[config.mk]
export PLATFORM = sky130hd
export DESIGN_NAME = battery_and_mains_monitor_flat
export DESIGN_NICKNAME = d
export VERILOG_FILES = /design/src/sv/bamm_pkg.sv /design/src/sv/bamm_ifs.sv /design/src/sv/bamm_front.sv /design/src/sv/bamm_scale.sv /design/src/sv/bamm_class.sv /design/src/sv/battery_and_mains_monitor.sv /design/src/flat_wrapper.sv
export SDC_FILE = /design/constraint.sdc
export NUM_CORES = 1
export LEC_CHECK = 0
export BUFFER_PORTS_ARGS = -buffer_cell sky130_fd_sc_hd__buf_2
export CORE_AREA = 2 2 167 169
export DETAILED_ROUTE_END_ITERATION = 10
export DIE_AREA = 0 0 169 171
export GPL_ROUTABILITY_DRIVEN = 0
export GPL_TIMING_DRIVEN = 1
export PLACE_DENSITY = 0.73
export SYNTH_ARGS = -nofsm -noshare
export SYNTH_HDL_FRONTEND = slang
export SYNTH_HIERARCHICAL = 1
export SYNTH_SLANG_ARGS = --single-unit
export TNS_END_PERCENT = 1
[constraint.sdc]
create_clock -name clk -period 5.35 [get_ports clk]
set_clock_uncertainty 0.05 [all_clocks]
set_input_delay 0.535 -clock clk [delete_from_list [all_inputs] [get_ports clk]]
set_output_delay 0.535 -clock clk [all_outputs]
set_load 0.02 [all_outputs]
[src/sv/bamm_pkg.sv]
// shared types, constants and reset values for the battery and mains monitor
package bamm_pkg;

  // default build parameters
  localparam int AVG_SAMPLES_LOG2_DEF = 4;
  localparam int ADC_BITS_DEF         = 12;

  // field and register widths
  localparam int MV_W       = 13;
  localparam int THR_W      = 13;
  localparam int TMO_W      = 16;
  localparam int BS_W       = 3;
  localparam int MS_W       = 2;
  localparam int CFG_IDX_W  = 3;
  localparam int CFG_DATA_W = 16;

  // millivolt scaling: mv = (11*mean + 5) / 10 = mean + (mean + 5) / 10
  localparam int MV_ROUND = 5;
  // floor(x / 10) = (x * 52429) >> 19, exact for x below 2^18
  localparam int RECIP_MUL   = 52429;
  localparam int RECIP_SHIFT = 19;
  localparam logic [MV_W-1:0] MV_MAX = 13'd8191;

  // register reset values
  localparam logic [THR_W-1:0] THR_CHARGE_END_RST = 13'd2720;
  localparam logic [THR_W-1:0] THR_BLINK_RST      = 13'd2100;
  localparam logic [THR_W-1:0] THR_ATTENTION_RST  = 13'd1850;
  localparam logic [THR_W-1:0] THR_ABSENT_RST     = 13'd1500;
  localparam logic [TMO_W-1:0] MAINS_TIMEOUT_RST  = 16'd1000;

  typedef enum logic [BS_W-1:0] {
    BS_OFF, BS_NONE, BS_DEEP, BS_ATTENTION, BS_BLINK, BS_CHARGE_END
  } bat_state_t;

  typedef enum logic [MS_W-1:0] {
    MS_OFF, MS_OK, MS_LOST
  } mains_state_t;

  typedef enum logic [CFG_IDX_W-1:0] {
    CFG_BAT_EN, CFG_MAINS_EN, CFG_THR_CHARGE_END, CFG_THR_BLINK,
    CFG_THR_ATTENTION, CFG_THR_ABSENT, CFG_MAINS_TIMEOUT
  } cfg_idx_t;

  typedef struct packed {
    logic             bat_en;
    logic             mains_en;
    logic [THR_W-1:0] thr_charge_end;
    logic [THR_W-1:0] thr_blink;
    logic [THR_W-1:0] thr_attention;
    logic [THR_W-1:0] thr_absent;
    logic [TMO_W-1:0] mains_timeout;
  } cfg_t;

  // control that travels with each request down the pipeline
  typedef struct packed {
    logic         valid;
    logic         updated;
    mains_state_t mains;
  } stage_ctl_t;

endpackage

[src/sv/bamm_ifs.sv]
// valid/ready channel interfaces for the monitor input and result streams
interface bamm_in_if #(
  parameter int ADC_BITS = bamm_pkg::ADC_BITS_DEF
);
  logic                valid;
  logic                ready;
  logic [ADC_BITS-1:0] bat_sample;
  logic                mains_pin_low;

  modport source (output valid, bat_sample, mains_pin_low, input ready);
  modport sink   (input valid, bat_sample, mains_pin_low, output ready);
endinterface

interface bamm_out_if;
  logic                      valid;
  logic                      ready;
  logic [bamm_pkg::MV_W-1:0] bat_millivolts;
  logic [bamm_pkg::BS_W-1:0] bat_status;
  logic [bamm_pkg::MS_W-1:0] mains_status;
  logic                      bat_updated;

  modport source (output valid, bat_millivolts, bat_status, mains_status, bat_updated,
                  input ready);
  modport sink   (input valid, bat_millivolts, bat_status, mains_status, bat_updated,
                  output ready);
endinterface

[src/sv/bamm_front.sv]
// sample accumulator, block counter and mains watchdog, first pipeline stage
module bamm_front #(
  parameter int AVG_SAMPLES_LOG2 = bamm_pkg::AVG_SAMPLES_LOG2_DEF,
  parameter int ADC_BITS         = bamm_pkg::ADC_BITS_DEF
) (
  input  logic                 clk,
  input  logic                 rst_n,
  input  logic                 advance,
  input  logic                 fire,
  input  logic [ADC_BITS-1:0]  sample,
  input  logic                 pin_low,
  input  bamm_pkg::cfg_t       cfg,
  output bamm_pkg::stage_ctl_t ctl_o,
  output logic [ADC_BITS-1:0]  mean_o
);
  import bamm_pkg::*;

  localparam int SUM_W = ADC_BITS + AVG_SAMPLES_LOG2;
  localparam int CNT_W = AVG_SAMPLES_LOG2 + 1;
  localparam logic [CNT_W-1:0] CNT_LAST = CNT_W'((1 << AVG_SAMPLES_LOG2) - 1);

  logic [SUM_W-1:0] sum_r, sum_nxt, sum_add;
  logic [CNT_W-1:0] cnt_r, cnt_nxt;
  logic             done;
  logic [TMO_W-1:0] tick_r, tick_nxt, tick_base, tick_inc;
  logic             lost;
  mains_state_t     ms_r, ms_nxt, ms_calc;

  logic                v1_r;
  logic                upd1_r;
  mains_state_t        ms1_r;
  logic [ADC_BITS-1:0] mean1_r;

  // block accumulation
  always_comb begin
    sum_add = sum_r + SUM_W'(sample);
    done    = (cnt_r == CNT_LAST);
    sum_nxt = sum_r;
    cnt_nxt = cnt_r;
    if (fire) begin
      if (done) begin
        sum_nxt = '0;
        cnt_nxt = '0;
      end else begin
        sum_nxt = sum_add;
        cnt_nxt = cnt_r + CNT_W'(1);
      end
    end
  end

  // mains watchdog: cleared by pin, lost at timeout, forced off when disabled
  always_comb begin
    tick_base = pin_low ? '0 : tick_r;
    tick_inc  = tick_base + TMO_W'(1);
    lost      = (tick_inc >= cfg.mains_timeout);
    if (lost) begin
      ms_calc = MS_LOST;
    end else if (pin_low) begin
      ms_calc = MS_OK;
    end else begin
      ms_calc = ms_r;
    end
    tick_nxt = tick_r;
    ms_nxt   = ms_r;
    if (fire) begin
      tick_nxt = lost ? '0 : tick_inc;
      ms_nxt   = cfg.mains_en ? ms_calc : MS_OFF;
    end
  end

  // running state
  always_ff @(posedge clk) begin
    if (!rst_n) begin
      sum_r  <= '0;
      cnt_r  <= '0;
      tick_r <= '0;
      ms_r   <= MS_OFF;
    end else begin
      sum_r  <= sum_nxt;
      cnt_r  <= cnt_nxt;
      tick_r <= tick_nxt;
      ms_r   <= ms_nxt;
    end
  end

  // stage register valid
  always_ff @(posedge clk) begin
    if (!rst_n) begin
      v1_r <= 1'b0;
    end else if (advance) begin
      v1_r <= fire;
    end
  end

  // stage register payload
  always_ff @(posedge clk) begin
    if (fire) begin
      upd1_r  <= done;
      ms1_r   <= ms_nxt;
      mean1_r <= sum_add[SUM_W-1:AVG_SAMPLES_LOG2];
    end
  end

  assign ctl_o.valid   = v1_r;
  assign ctl_o.updated = upd1_r;
  assign ctl_o.mains   = ms1_r;
  assign mean_o        = mean1_r;

endmodule

[src/sv/bamm_scale.sv]
// rounded divide by ten of the block mean by reciprocal multiply, second stage
module bamm_scale #(
  parameter int ADC_BITS = bamm_pkg::ADC_BITS_DEF
) (
  input  logic                 clk,
  input  logic                 rst_n,
  input  logic                 advance,
  input  bamm_pkg::stage_ctl_t ctl_i,
  input  logic [ADC_BITS-1:0]  mean_i,
  output bamm_pkg::stage_ctl_t ctl_o,
  output logic [ADC_BITS-1:0]  mean_o,
  output logic [ADC_BITS-1:0]  quot_o
);
  import bamm_pkg::*;

  localparam int PROD_W = ADC_BITS + RECIP_SHIFT;

  logic [PROD_W-1:0]   rounded;
  logic [PROD_W-1:0]   prod;
  logic [ADC_BITS-1:0] quot;

  logic                v2_r;
  logic                upd2_r;
  mains_state_t        ms2_r;
  logic [ADC_BITS-1:0] mean2_r;
  logic [ADC_BITS-1:0] quot2_r;

  // (mean + 5) / 10
  always_comb begin
    rounded = PROD_W'(mean_i) + PROD_W'(MV_ROUND);
    prod    = rounded * PROD_W'(RECIP_MUL);
    quot    = prod[PROD_W-1 -: ADC_BITS];
  end

  always_ff @(posedge clk) begin
    if (!rst_n) begin
      v2_r <= 1'b0;
    end else if (advance) begin
      v2_r <= ctl_i.valid;
    end
  end

  always_ff @(posedge clk) begin
    if (advance && ctl_i.valid) begin
      upd2_r  <= ctl_i.updated;
      ms2_r   <= ctl_i.mains;
      mean2_r <= mean_i;
      quot2_r <= quot;
    end
  end

  assign ctl_o.valid   = v2_r;
  assign ctl_o.updated = upd2_r;
  assign ctl_o.mains   = ms2_r;
  assign mean_o        = mean2_r;
  assign quot_o        = quot2_r;

endmodule

[src/sv/bamm_class.sv]
// millivolt saturation, threshold classification and result register
module bamm_class #(
  parameter int ADC_BITS = bamm_pkg::ADC_BITS_DEF
) (
  input  logic                 clk,
  input  logic                 rst_n,
  input  logic                 advance,
  input  bamm_pkg::stage_ctl_t ctl_i,
  input  logic [ADC_BITS-1:0]  mean_i,
  input  logic [ADC_BITS-1:0]  quot_i,
  input  bamm_pkg::cfg_t       cfg,
  bamm_out_if.source           out_ch
);
  import bamm_pkg::*;

  localparam int EXT_W = (ADC_BITS + 1 > MV_W) ? ADC_BITS + 1 : MV_W + 1;

  logic [EXT_W-1:0] mv_ext;
  logic [MV_W-1:0]  mv_sat;
  bat_state_t       bs_calc;

  logic [MV_W-1:0]  mv_r, mv_nxt;
  bat_state_t       bs_r, bs_nxt;

  logic             out_valid_r;
  logic [MV_W-1:0]  out_mv_r;
  bat_state_t       out_bs_r;
  mains_state_t     out_ms_r;
  logic             out_upd_r;

  // mean + quotient, clipped to the millivolt range
  always_comb begin
    mv_ext = EXT_W'(mean_i) + EXT_W'(quot_i);
    if (mv_ext > EXT_W'(MV_MAX)) begin
      mv_sat = MV_MAX;
    end else begin
      mv_sat = mv_ext[MV_W-1:0];
    end
  end

  // threshold ladder, first match wins; a value equal to blink falls through to the attention test
  always_comb begin
    if (!cfg.bat_en) begin
      bs_calc = BS_OFF;
    end else if (mv_sat > cfg.thr_charge_end) begin
      bs_calc = BS_CHARGE_END;
    end else if (mv_sat > cfg.thr_blink) begin
      bs_calc = BS_BLINK;
    end else if (mv_sat > cfg.thr_attention) begin
      bs_calc = BS_ATTENTION;
    end else if (mv_sat < cfg.thr_absent) begin
      bs_calc = BS_NONE;
    end else begin
      bs_calc = BS_DEEP;
    end
  end

  // held battery value changes only when a block completes
  always_comb begin
    mv_nxt = mv_r;
    bs_nxt = bs_r;
    if (ctl_i.valid && ctl_i.updated) begin
      mv_nxt = mv_sat;
      bs_nxt = bs_calc;
    end
  end

  always_ff @(posedge clk) begin
    if (!rst_n) begin
      mv_r        <= '0;
      bs_r        <= BS_OFF;
      out_valid_r <= 1'b0;
    end else if (advance) begin
      mv_r        <= mv_nxt;
      bs_r        <= bs_nxt;
      out_valid_r <= ctl_i.valid;
    end
  end

  // result payload
  always_ff @(posedge clk) begin
    if (advance && ctl_i.valid) begin
      out_mv_r  <= mv_nxt;
      out_bs_r  <= bs_nxt;
      out_ms_r  <= ctl_i.mains;
      out_upd_r <= ctl_i.updated;
    end
  end

  assign out_ch.valid          = out_valid_r;
  assign out_ch.bat_millivolts = out_mv_r;
  assign out_ch.bat_status     = out_bs_r;
  assign out_ch.mains_status   = out_ms_r;
  assign out_ch.bat_updated    = out_upd_r;

endmodule

[src/sv/battery_and_mains_monitor.sv]
// top level of the battery and mains monitor: config registers and pipeline
//
//   channel   dir  handshake          payload
//   in_ch     in   valid/ready        bat_sample, mains_pin_low
//   out_ch    out  valid/ready        bat_millivolts, bat_status, mains_status, bat_updated
//   cfg_*     in   cfg_we, no ready   cfg_idx, cfg_wdata
//
// one request per cycle while results are taken; a result is presented once its request reaches the result register
// the request is loaded into the first of three register stages at its accepting edge:
// accumulator and watchdog, reciprocal multiply for the divide by ten, classifier and
// result register
// synchronous reset clears the pipeline and state, and restores register defaults
// when a result is not taken every stage holds and in_ch.ready drops
module battery_and_mains_monitor #(
  parameter int AVG_SAMPLES_LOG2 = bamm_pkg::AVG_SAMPLES_LOG2_DEF,
  parameter int ADC_BITS         = bamm_pkg::ADC_BITS_DEF
) (
  input  logic                            clk,
  input  logic                            rst_n,
  bamm_in_if.sink                         in_ch,
  bamm_out_if.source                      out_ch,
  input  logic                            cfg_we,
  input  logic [bamm_pkg::CFG_IDX_W-1:0]  cfg_idx,
  input  logic [bamm_pkg::CFG_DATA_W-1:0] cfg_wdata
);
  import bamm_pkg::*;

  cfg_t                cfg_r;
  logic                advance;
  logic                fire;
  stage_ctl_t          ctl1, ctl2;
  logic [ADC_BITS-1:0] mean1, mean2, quot2;

  // configuration registers
  always_ff @(posedge clk) begin
    if (!rst_n) begin
      cfg_r.bat_en         <= 1'b1;
      cfg_r.mains_en       <= 1'b1;
      cfg_r.thr_charge_end <= THR_CHARGE_END_RST;
      cfg_r.thr_blink      <= THR_BLINK_RST;
      cfg_r.thr_attention  <= THR_ATTENTION_RST;
      cfg_r.thr_absent     <= THR_ABSENT_RST;
      cfg_r.mains_timeout  <= MAINS_TIMEOUT_RST;
    end else if (cfg_we) begin
      case (cfg_idx_t'(cfg_idx))
        CFG_BAT_EN:         cfg_r.bat_en         <= cfg_wdata[0];
        CFG_MAINS_EN:       cfg_r.mains_en       <= cfg_wdata[0];
        CFG_THR_CHARGE_END: cfg_r.thr_charge_end <= cfg_wdata[THR_W-1:0];
        CFG_THR_BLINK:      cfg_r.thr_blink      <= cfg_wdata[THR_W-1:0];
        CFG_THR_ATTENTION:  cfg_r.thr_attention  <= cfg_wdata[THR_W-1:0];
        CFG_THR_ABSENT:     cfg_r.thr_absent     <= cfg_wdata[THR_W-1:0];
        CFG_MAINS_TIMEOUT:  cfg_r.mains_timeout  <= cfg_wdata[TMO_W-1:0];
        default: begin
        end
      endcase
    end
  end

  // whole pipeline moves whenever the result register is free or being taken
  assign advance     = !out_ch.valid || out_ch.ready;
  assign in_ch.ready = advance;
  assign fire        = in_ch.valid && advance;

  bamm_front #(
    .AVG_SAMPLES_LOG2 (AVG_SAMPLES_LOG2),
    .ADC_BITS         (ADC_BITS)
  ) u_front (
    .clk     (clk),
    .rst_n   (rst_n),
    .advance (advance),
    .fire    (fire),
    .sample  (in_ch.bat_sample),
    .pin_low (in_ch.mains_pin_low),
    .cfg     (cfg_r),
    .ctl_o   (ctl1),
    .mean_o  (mean1)
  );

  bamm_scale #(
    .ADC_BITS (ADC_BITS)
  ) u_scale (
    .clk     (clk),
    .rst_n   (rst_n),
    .advance (advance),
    .ctl_i   (ctl1),
    .mean_i  (mean1),
    .ctl_o   (ctl2),
    .mean_o  (mean2),
    .quot_o  (quot2)
  );

  bamm_class #(
    .ADC_BITS (ADC_BITS)
  ) u_class (
    .clk     (clk),
    .rst_n   (rst_n),
    .advance (advance),
    .ctl_i   (ctl2),
    .mean_i  (mean2),
    .quot_i  (quot2),
    .cfg     (cfg_r),
    .out_ch  (out_ch)
  );

  // every accepted request shows up in the first stage
  a_accept_to_s1: assert property (@(posedge clk) disable iff (!rst_n)
    (in_ch.valid && in_ch.ready) |=> ctl1.valid)
    else $error("accepted request missing from first stage");

  // a moving first stage lands in the second
  a_s1_to_s2: assert property (@(posedge clk) disable iff (!rst_n)
    (ctl1.valid && advance) |=> ctl2.valid)
    else $error("request lost between first and second stage");

  // the result valid follows the second stage valid whenever the pipeline moves
  a_s2_to_out: assert property (@(posedge clk) disable iff (!rst_n)
    advance |=> (out_ch.valid == $past(ctl2.valid)))
    else $error("result valid does not follow second stage");

endmodule

[src/flat_wrapper.sv]
// flat-port wrapper written by rule: the top's interface ports become plain ports
module battery_and_mains_monitor_flat import bamm_pkg::*;
#(
  parameter int AVG_SAMPLES_LOG2 = bamm_pkg::AVG_SAMPLES_LOG2_DEF,
  parameter int ADC_BITS         = bamm_pkg::ADC_BITS_DEF
)
  (clk, rst_n, cfg_we, cfg_idx, cfg_wdata, in_ch_valid, in_ch_bat_sample, in_ch_mains_pin_low, in_ch_ready, out_ch_valid, out_ch_bat_millivolts, out_ch_bat_status, out_ch_mains_status, out_ch_bat_updated, out_ch_ready);
  bamm_in_if #(.ADC_BITS(ADC_BITS)) in_ch_i ();
  bamm_out_if out_ch_i ();
  input  logic clk;
  input  logic rst_n;
  input  logic cfg_we;
  input  logic [bamm_pkg::CFG_IDX_W-1:0] cfg_idx;
  input  logic [bamm_pkg::CFG_DATA_W-1:0] cfg_wdata;
  input wire logic [$bits(in_ch_i.valid)-1:0] in_ch_valid;
  input wire logic [$bits(in_ch_i.bat_sample)-1:0] in_ch_bat_sample;
  input wire logic [$bits(in_ch_i.mains_pin_low)-1:0] in_ch_mains_pin_low;
  output wire logic [$bits(in_ch_i.ready)-1:0] in_ch_ready;
  output wire logic [$bits(out_ch_i.valid)-1:0] out_ch_valid;
  output wire logic [$bits(out_ch_i.bat_millivolts)-1:0] out_ch_bat_millivolts;
  output wire logic [$bits(out_ch_i.bat_status)-1:0] out_ch_bat_status;
  output wire logic [$bits(out_ch_i.mains_status)-1:0] out_ch_mains_status;
  output wire logic [$bits(out_ch_i.bat_updated)-1:0] out_ch_bat_updated;
  input wire logic [$bits(out_ch_i.ready)-1:0] out_ch_ready;
  assign in_ch_i.valid = in_ch_valid;
  assign in_ch_i.bat_sample = in_ch_bat_sample;
  assign in_ch_i.mains_pin_low = in_ch_mains_pin_low;
  assign in_ch_ready = in_ch_i.ready;
  assign out_ch_valid = out_ch_i.valid;
  assign out_ch_bat_millivolts = out_ch_i.bat_millivolts;
  assign out_ch_bat_status = out_ch_i.bat_status;
  assign out_ch_mains_status = out_ch_i.mains_status;
  assign out_ch_bat_updated = out_ch_i.bat_updated;
  assign out_ch_i.ready = out_ch_ready;
  battery_and_mains_monitor #(.AVG_SAMPLES_LOG2(AVG_SAMPLES_LOG2), .ADC_BITS(ADC_BITS)) u_core (.clk(clk), .rst_n(rst_n), .in_ch(in_ch_i), .out_ch(out_ch_i), .cfg_we(cfg_we), .cfg_idx(cfg_idx), .cfg_wdata(cfg_wdata));
endmodule
### Word level (Yosys, flattened, before mapping)

Cells that the tools add are included.

* register bits: 189
* output and inout bits: 21
* word-level logic and storage cells: 76
* bits of input ports: 37

* multiplexer cells: 16
* multiply operators: 1
* $add $sub $neg: 5
* reductions and logical operators: 14
* order comparisons: 6
* eq/ne operators: 7

Operators by type and width (number)
* $mux 16: 3
* $gt 13x13->1: 3
* $mul 31x16->31 const B: 1
* $mux 13: 2
* $add 16x1->16 const B: 1
* $add 16x12->16: 1
* $ge 16x16->1: 1
* $gt 14x13->1 const B: 1
* $reduce_and 2->1: 7
* $add 12x12->13: 1
* $add 12x3->13 const B: 1
* $lt 13x13->1: 1
* $mux 2: 6
* $mux 3: 4
* $eq 3x3->1 const B: 3
* $eq 3x2->1 const B: 2
* $add 5x1->5 const B: 1
* $eq 5x4->1 const B: 1
* $mux 5: 1
* $logic_and 1x1->1: 4
* $eq 3x1->1 const B: 1
* $logic_not 3->1: 1
* $logic_not 1->1: 1
* $logic_or 1x1->1: 1

### Depth between registers and ports, before layout

* word-level depth: 10
* mapped depth: 22
* gate-level depth less buffers: 22

### Hierarchy

The synthesis kept the hierarchy.

Modules (own cells, without submodules)
* bamm_scale: instances 1, area an instance 4160.2 µm², cells an instance 414
* bamm_front: instances 1, area an instance 3736.1 µm², cells an instance 419
* bamm_class: instances 1, area an instance 3189.3 µm², cells an instance 372
* battery_and_mains_monitor: instances 1, area an instance 2899.0 µm², cells an instance 274

### Worst setup path before layout

Ideal clock, no wire load.

* kind: register to register
* from: register u_core.u_front.mean1_r[3], in the netlist u_core/u_front/mean_o[3]
* to: register u_core.u_scale.quot2_r[4], in the netlist u_core/u_scale/quot_o[4] (data pin)
* required time: 5.040 ns
* cell stages (with the launch flop): 21
* arrival: 5.082 ns
* setup time: 0.260 ns
* path slack: -0.041 ns
* path buffers: 0
* cells stage by stage: edfxtp_1 -> and3_1 -> nand2_1 -> nor2_1 -> nand3_1 -> xor2_2 -> inv_1 -> ha_1 -> fa_1 -> inv_1 -> fa_1 -> inv_1 -> fa_1 -> fa_1 -> ha_1 -> a21o_1 -> a31o_1 -> a31oi_1 -> and3_1 -> o21ai_2 -> xor2_1

* longest elaborated chain between the ends: 2

Ends and longest elaborated chain
* start: declaration: line bamm_front.sv:32 `logic [ADC_BITS-1:0] mean1_r;`
* start signal: assignment: line bamm_front.sv:100 `mean1_r <= sum_add[SUM_W-1:AVG_SAMPLES_LOG2];`
* $add 12x3->13: line bamm_scale.sv:30 `rounded = PROD_W'(mean_i) + PROD_W'(MV_ROUND);`
* $mul 31x16->31: line bamm_scale.sv:31 `prod = rounded * PROD_W'(RECIP_MUL);`
* net u_core.u_scale.prod[23]: line bamm_scale.sv:19 `logic [PROD_W-1:0] prod;`
* end signal: assignment: line bamm_scale.sv:48 `quot2_r <= quot;`
* end: declaration: line bamm_scale.sv:26 `logic [ADC_BITS-1:0] quot2_r;`

The timed path passes the listed nets, and every way through them passes these cells.
A chain may end at the register's enable or synchronous reset.

### Worst setup path in the final report

* from: register u_core.u_front.mean1_r[0], in the netlist u_core/u_front/mean_o[0]
* to: register u_core.u_scale.quot2_r[4], in the netlist u_core/u_scale/quot_o[4] (data pin)

Same word-level chain as after synthesis.

==> metrics.yaml <==
clock_path_buffers: 2
ys_ff_latch: 187
synthTopCellsByCount: "inv_1, ha_1, nand2_1, dfxtp_1, mux2i_1"
clock_latency_ns: 0.44
cpMaxStageDelayCell: "fa_1"
htree_levels: 4
grt_remaining_overflow: 0
synth.top_cells.by_area: "dfxtp_1, ha_1, edfxtp_1, fa_1, mux2i_1"
max_slew_margin_pct: 30.7
cp-end-kind: "register"
seqCellArea_um2: 4330
period_needed_ns: 5.34
synth_top_family_by_area: "adder cells"
ios: 58
post-dp-hpwl_um: 23800
netlist_instances: 1479
multi_input_area_um2: 8960
max_clock_freq_ghz: 0.187
ys_warn_count: 6
fill_cells: 2296
worstHoldEndpoint: "u_core/cfg_r[15]$_SDFFE_PN0P_"
grt_max_degree: 101
min_path_type: "in -> reg"
outcome: "finished clean"
yosysTopAreaCell: "dfxtp_1"
synth_most_common_cell: "inv_1"
synth_top_cell_area_share_pct: 18.3
gr-usage-met3_pct: 3.31
cap_violations: 0
crit_family: "adder cells"
tightest_slew_ns: 1.04
cts_tree: "done"
die_w_um: 169
ff2ff_path_depth: 17
arrival_ns: 5.48
r2r_end: "u_core/u_scale/quot_o[4]$_DFFE_PP_"
track_usage_pct: 22.0
crit_type: "reg -> reg"
crit_chain: "ha_2 > o2111a_2 > xor2_4 > ha_4 > fa_2 > inv_2 > fa_1 > inv_2 > fa_1 > fa_1 > ha_4 > a21o_1 > a31o_1 > a31oi_2 > and3_4 > o21ai_2 > xor2_1"
area_delta_synth_final_pct: 12.4
port_buffers: 57
synthFlopType: "dfxtp_1"
cp.buffers_inverters: 2
crit_top_cell: "fa_1"
worstHoldStart: "cfg_wdata[15]"
avgRoutedWirePerCell_um: 16.6
drt_iter0_drc: 782
fin_ws_ns: 0.0111
use_met1_pct: 29.0
fp-row-count: 61
synthArstFlopShare_pct: 0
first_global_vias: 10400
gr-max-usage-layer: "met2"
slew_viol_final: 0
synthAdderAreaFrac_pct: 22.7
ys_types: 94
grt_pass1_wl_um: 51000
r2r_start: "u_core/u_front/mean_o[0]$_DFFE_PP_"
place_ws_ns: -0.197
drive_gt1_share_pct: 15.2
rsz0062_at_grt: "true"
die_y_um: 171
dr.pass1.iters: 6
grt_use_met2_pct: 38.1
critPathLaunchType: "register"
r2r_slack_ns: 0.01
finalCritPeriodShare_pct: 99.8
ys_seq_area_share_pct: 31.0
whs_path_depth: 3
yosys.area_share.simple_pct: 17.8
syn_area_um2: 14000
design.die.area_um2: 28900
drc_errors: 0
drtAntennaViolNets: 0
synth_enable_flop_cells: 59
path_clk_slew_ns: 0.07
coreArea_um2: 27300
worstPathMaxFanout: 4
hold_violations: 0
vias: 10700
cp.required_ns: 5.49
cts.sinks: 187
holdBufCountCts: 0
antenna_found_initial: 0
avgSynthCellArea_um2: 9.46
viasPerCell: 5.59
synth_compound_area_share_pct: 11.1
finalWirelength_um: 31900
final_nets: 1816
crit_path_max_incr_delay_ns: 0.60
synthMuxAreaShare_pct: 6.35
synth-xor-area-share_pct: 3.50
initial_utilization_pct: 51.2
setup_violations: 0
cts-root-buf: "clkbuf_16"
cts_buffers: 17
-- sequential cells by signal, indices dropped and copies added, names as in the netlist, 10 cells and up --
signal,flops
u_core/cfg_r,70
u_core/u_class/mv_r,13
u_core/u_class/out_ch.bat_millivolts,13
u_core/u_front/mean_o,12
u_core/u_front/sum_r,16
u_core/u_front/tick_r,16
u_core/u_scale/mean_o,12
u_core/u_scale/quot_o,10
-- how the worst max path moves through the flow --
stage,startpoint,end,slack [ns],cells past startpoint
floorplan,u_core/u_front/mean_o[3]$_DFFE_PP_,u_core/u_scale/quot_o[9]$_DFFE_PP_,-0.009,20
global placement,u_core/u_front/mean_o[0]$_DFFE_PP_,u_core/u_scale/quot_o[9]$_DFFE_PP_,-0.002,17
detailed placement,u_core/u_front/mean_o[1]$_DFFE_PP_,u_core/u_scale/quot_o[9]$_DFFE_PP_,-0.20,19
CTS,u_core/u_front/mean_o[0]$_DFFE_PP_,u_core/u_scale/quot_o[7]$_DFFE_PP_,0.002,19
global route,u_core/u_front/mean_o[1]$_DFFE_PP_,u_core/u_scale/quot_o[2]$_DFFE_PP_,-0.18,17
finish,u_core/u_front/mean_o[0]$_DFFE_PP_,u_core/u_scale/quot_o[4]$_DFFE_PP_,0.01,17
-- cells by family after synthesis --
| kind of cell | Yosys count |
|---|---|
| XOR/XNOR | 55 |
| AO/OA/AOI/OAI | 224 |
| flip-flops | 187 |
| multiplexers | 88 |
| AND/OR/NAND/NOR | 454 |
| adder cells (fa/ha/maj) | 224 |
| other | 2 |
| buffers and inverters | 245 |
-- cell type report --
| class | instances | share of cell area (%) |
|---|---|---|
| Multi-Input combinational cell | 1048 | 57.0 |
| Sequential cell | 187 | 27.6 |
| Timing Repair Buffer | 112 | 4.56 |
| Tap cell | 346 | 2.75 |
| Antenna cell | 1 | 0.0159 |
| Clock inverter | 14 | 0.828 |
| Inverter | 189 | 4.51 |
| Clock buffer | 18 | 2.73 |
-- tightest hold or removal path: cells and delay by family --
kind / cells / cell delay (ns)
buffers and inverters: 1 / 0.09
multiplexers: 1 / 0.05
AND/OR/NAND/NOR: 1 / 0.04
-- routing by layer --
layer	up-vias	routed length (um)
li1	5283	-
met1	5143	14800
met2	234	15300
met3	38	1350
met4	0	401
met5	-	0
-- layout by cell type (no fill, tap or decap), drive strengths merged, types with 11 or more instances in the layout --
cell / Yosys / final
a21boi: 14 / 14
a21o: 15 / 15
o21a: 11 / 11
o21ai: 45 / 45
buf: 30 / 112
xnor2: 36 / 36
dfxtp: 128 / 128
and3: 18 / 18
nor3: 17 / 17
nand2b: 15 / 15
nand4: 28 / 28
nor2b: 72 / 72
nand3: 42 / 42
and2: 17 / 17
ha: 174 / 174
nor2: 50 / 50
inv: 188 / 195
nand2: 136 / 136
a21oi: 58 / 58
mux2i: 82 / 82
o211ai: 12 / 12
clkbuf: 26 / 18
xor2: 19 / 19
edfxtp: 59 / 59
fa: 50 / 50
-- timing repair --
item,CTS,global route
endpoints found under the setup margin,10,10
pin swaps,7,42
gates resized for setup,12,48
setup buffers,5,7
-- per-stage QoR --
stage / TNS, ns / hold slack, ns / utilization (%) / instance area (um2) / instances
after floorplan: -0.00883 / 0.350 / - / 14000 / 1480
after global placement: -0.00158 / 0.354 / 53.9 / 14700 / 1870
after detailed placement: -0.850 / 0.360 / 53.9 / 14700 / 1870
after CTS: 0 / 0.275 / 56.4 / 15400 / 1907
after global routing: -0.962 / 0.291 / 57.5 / 15700 / 1914
final: 0 / 0.281 / 57.5 / 15700 / 1915
Power is left out: the tool's default activity adds up to more than one toggle a clock period on the data nets, which glitch-free logic cannot reach.
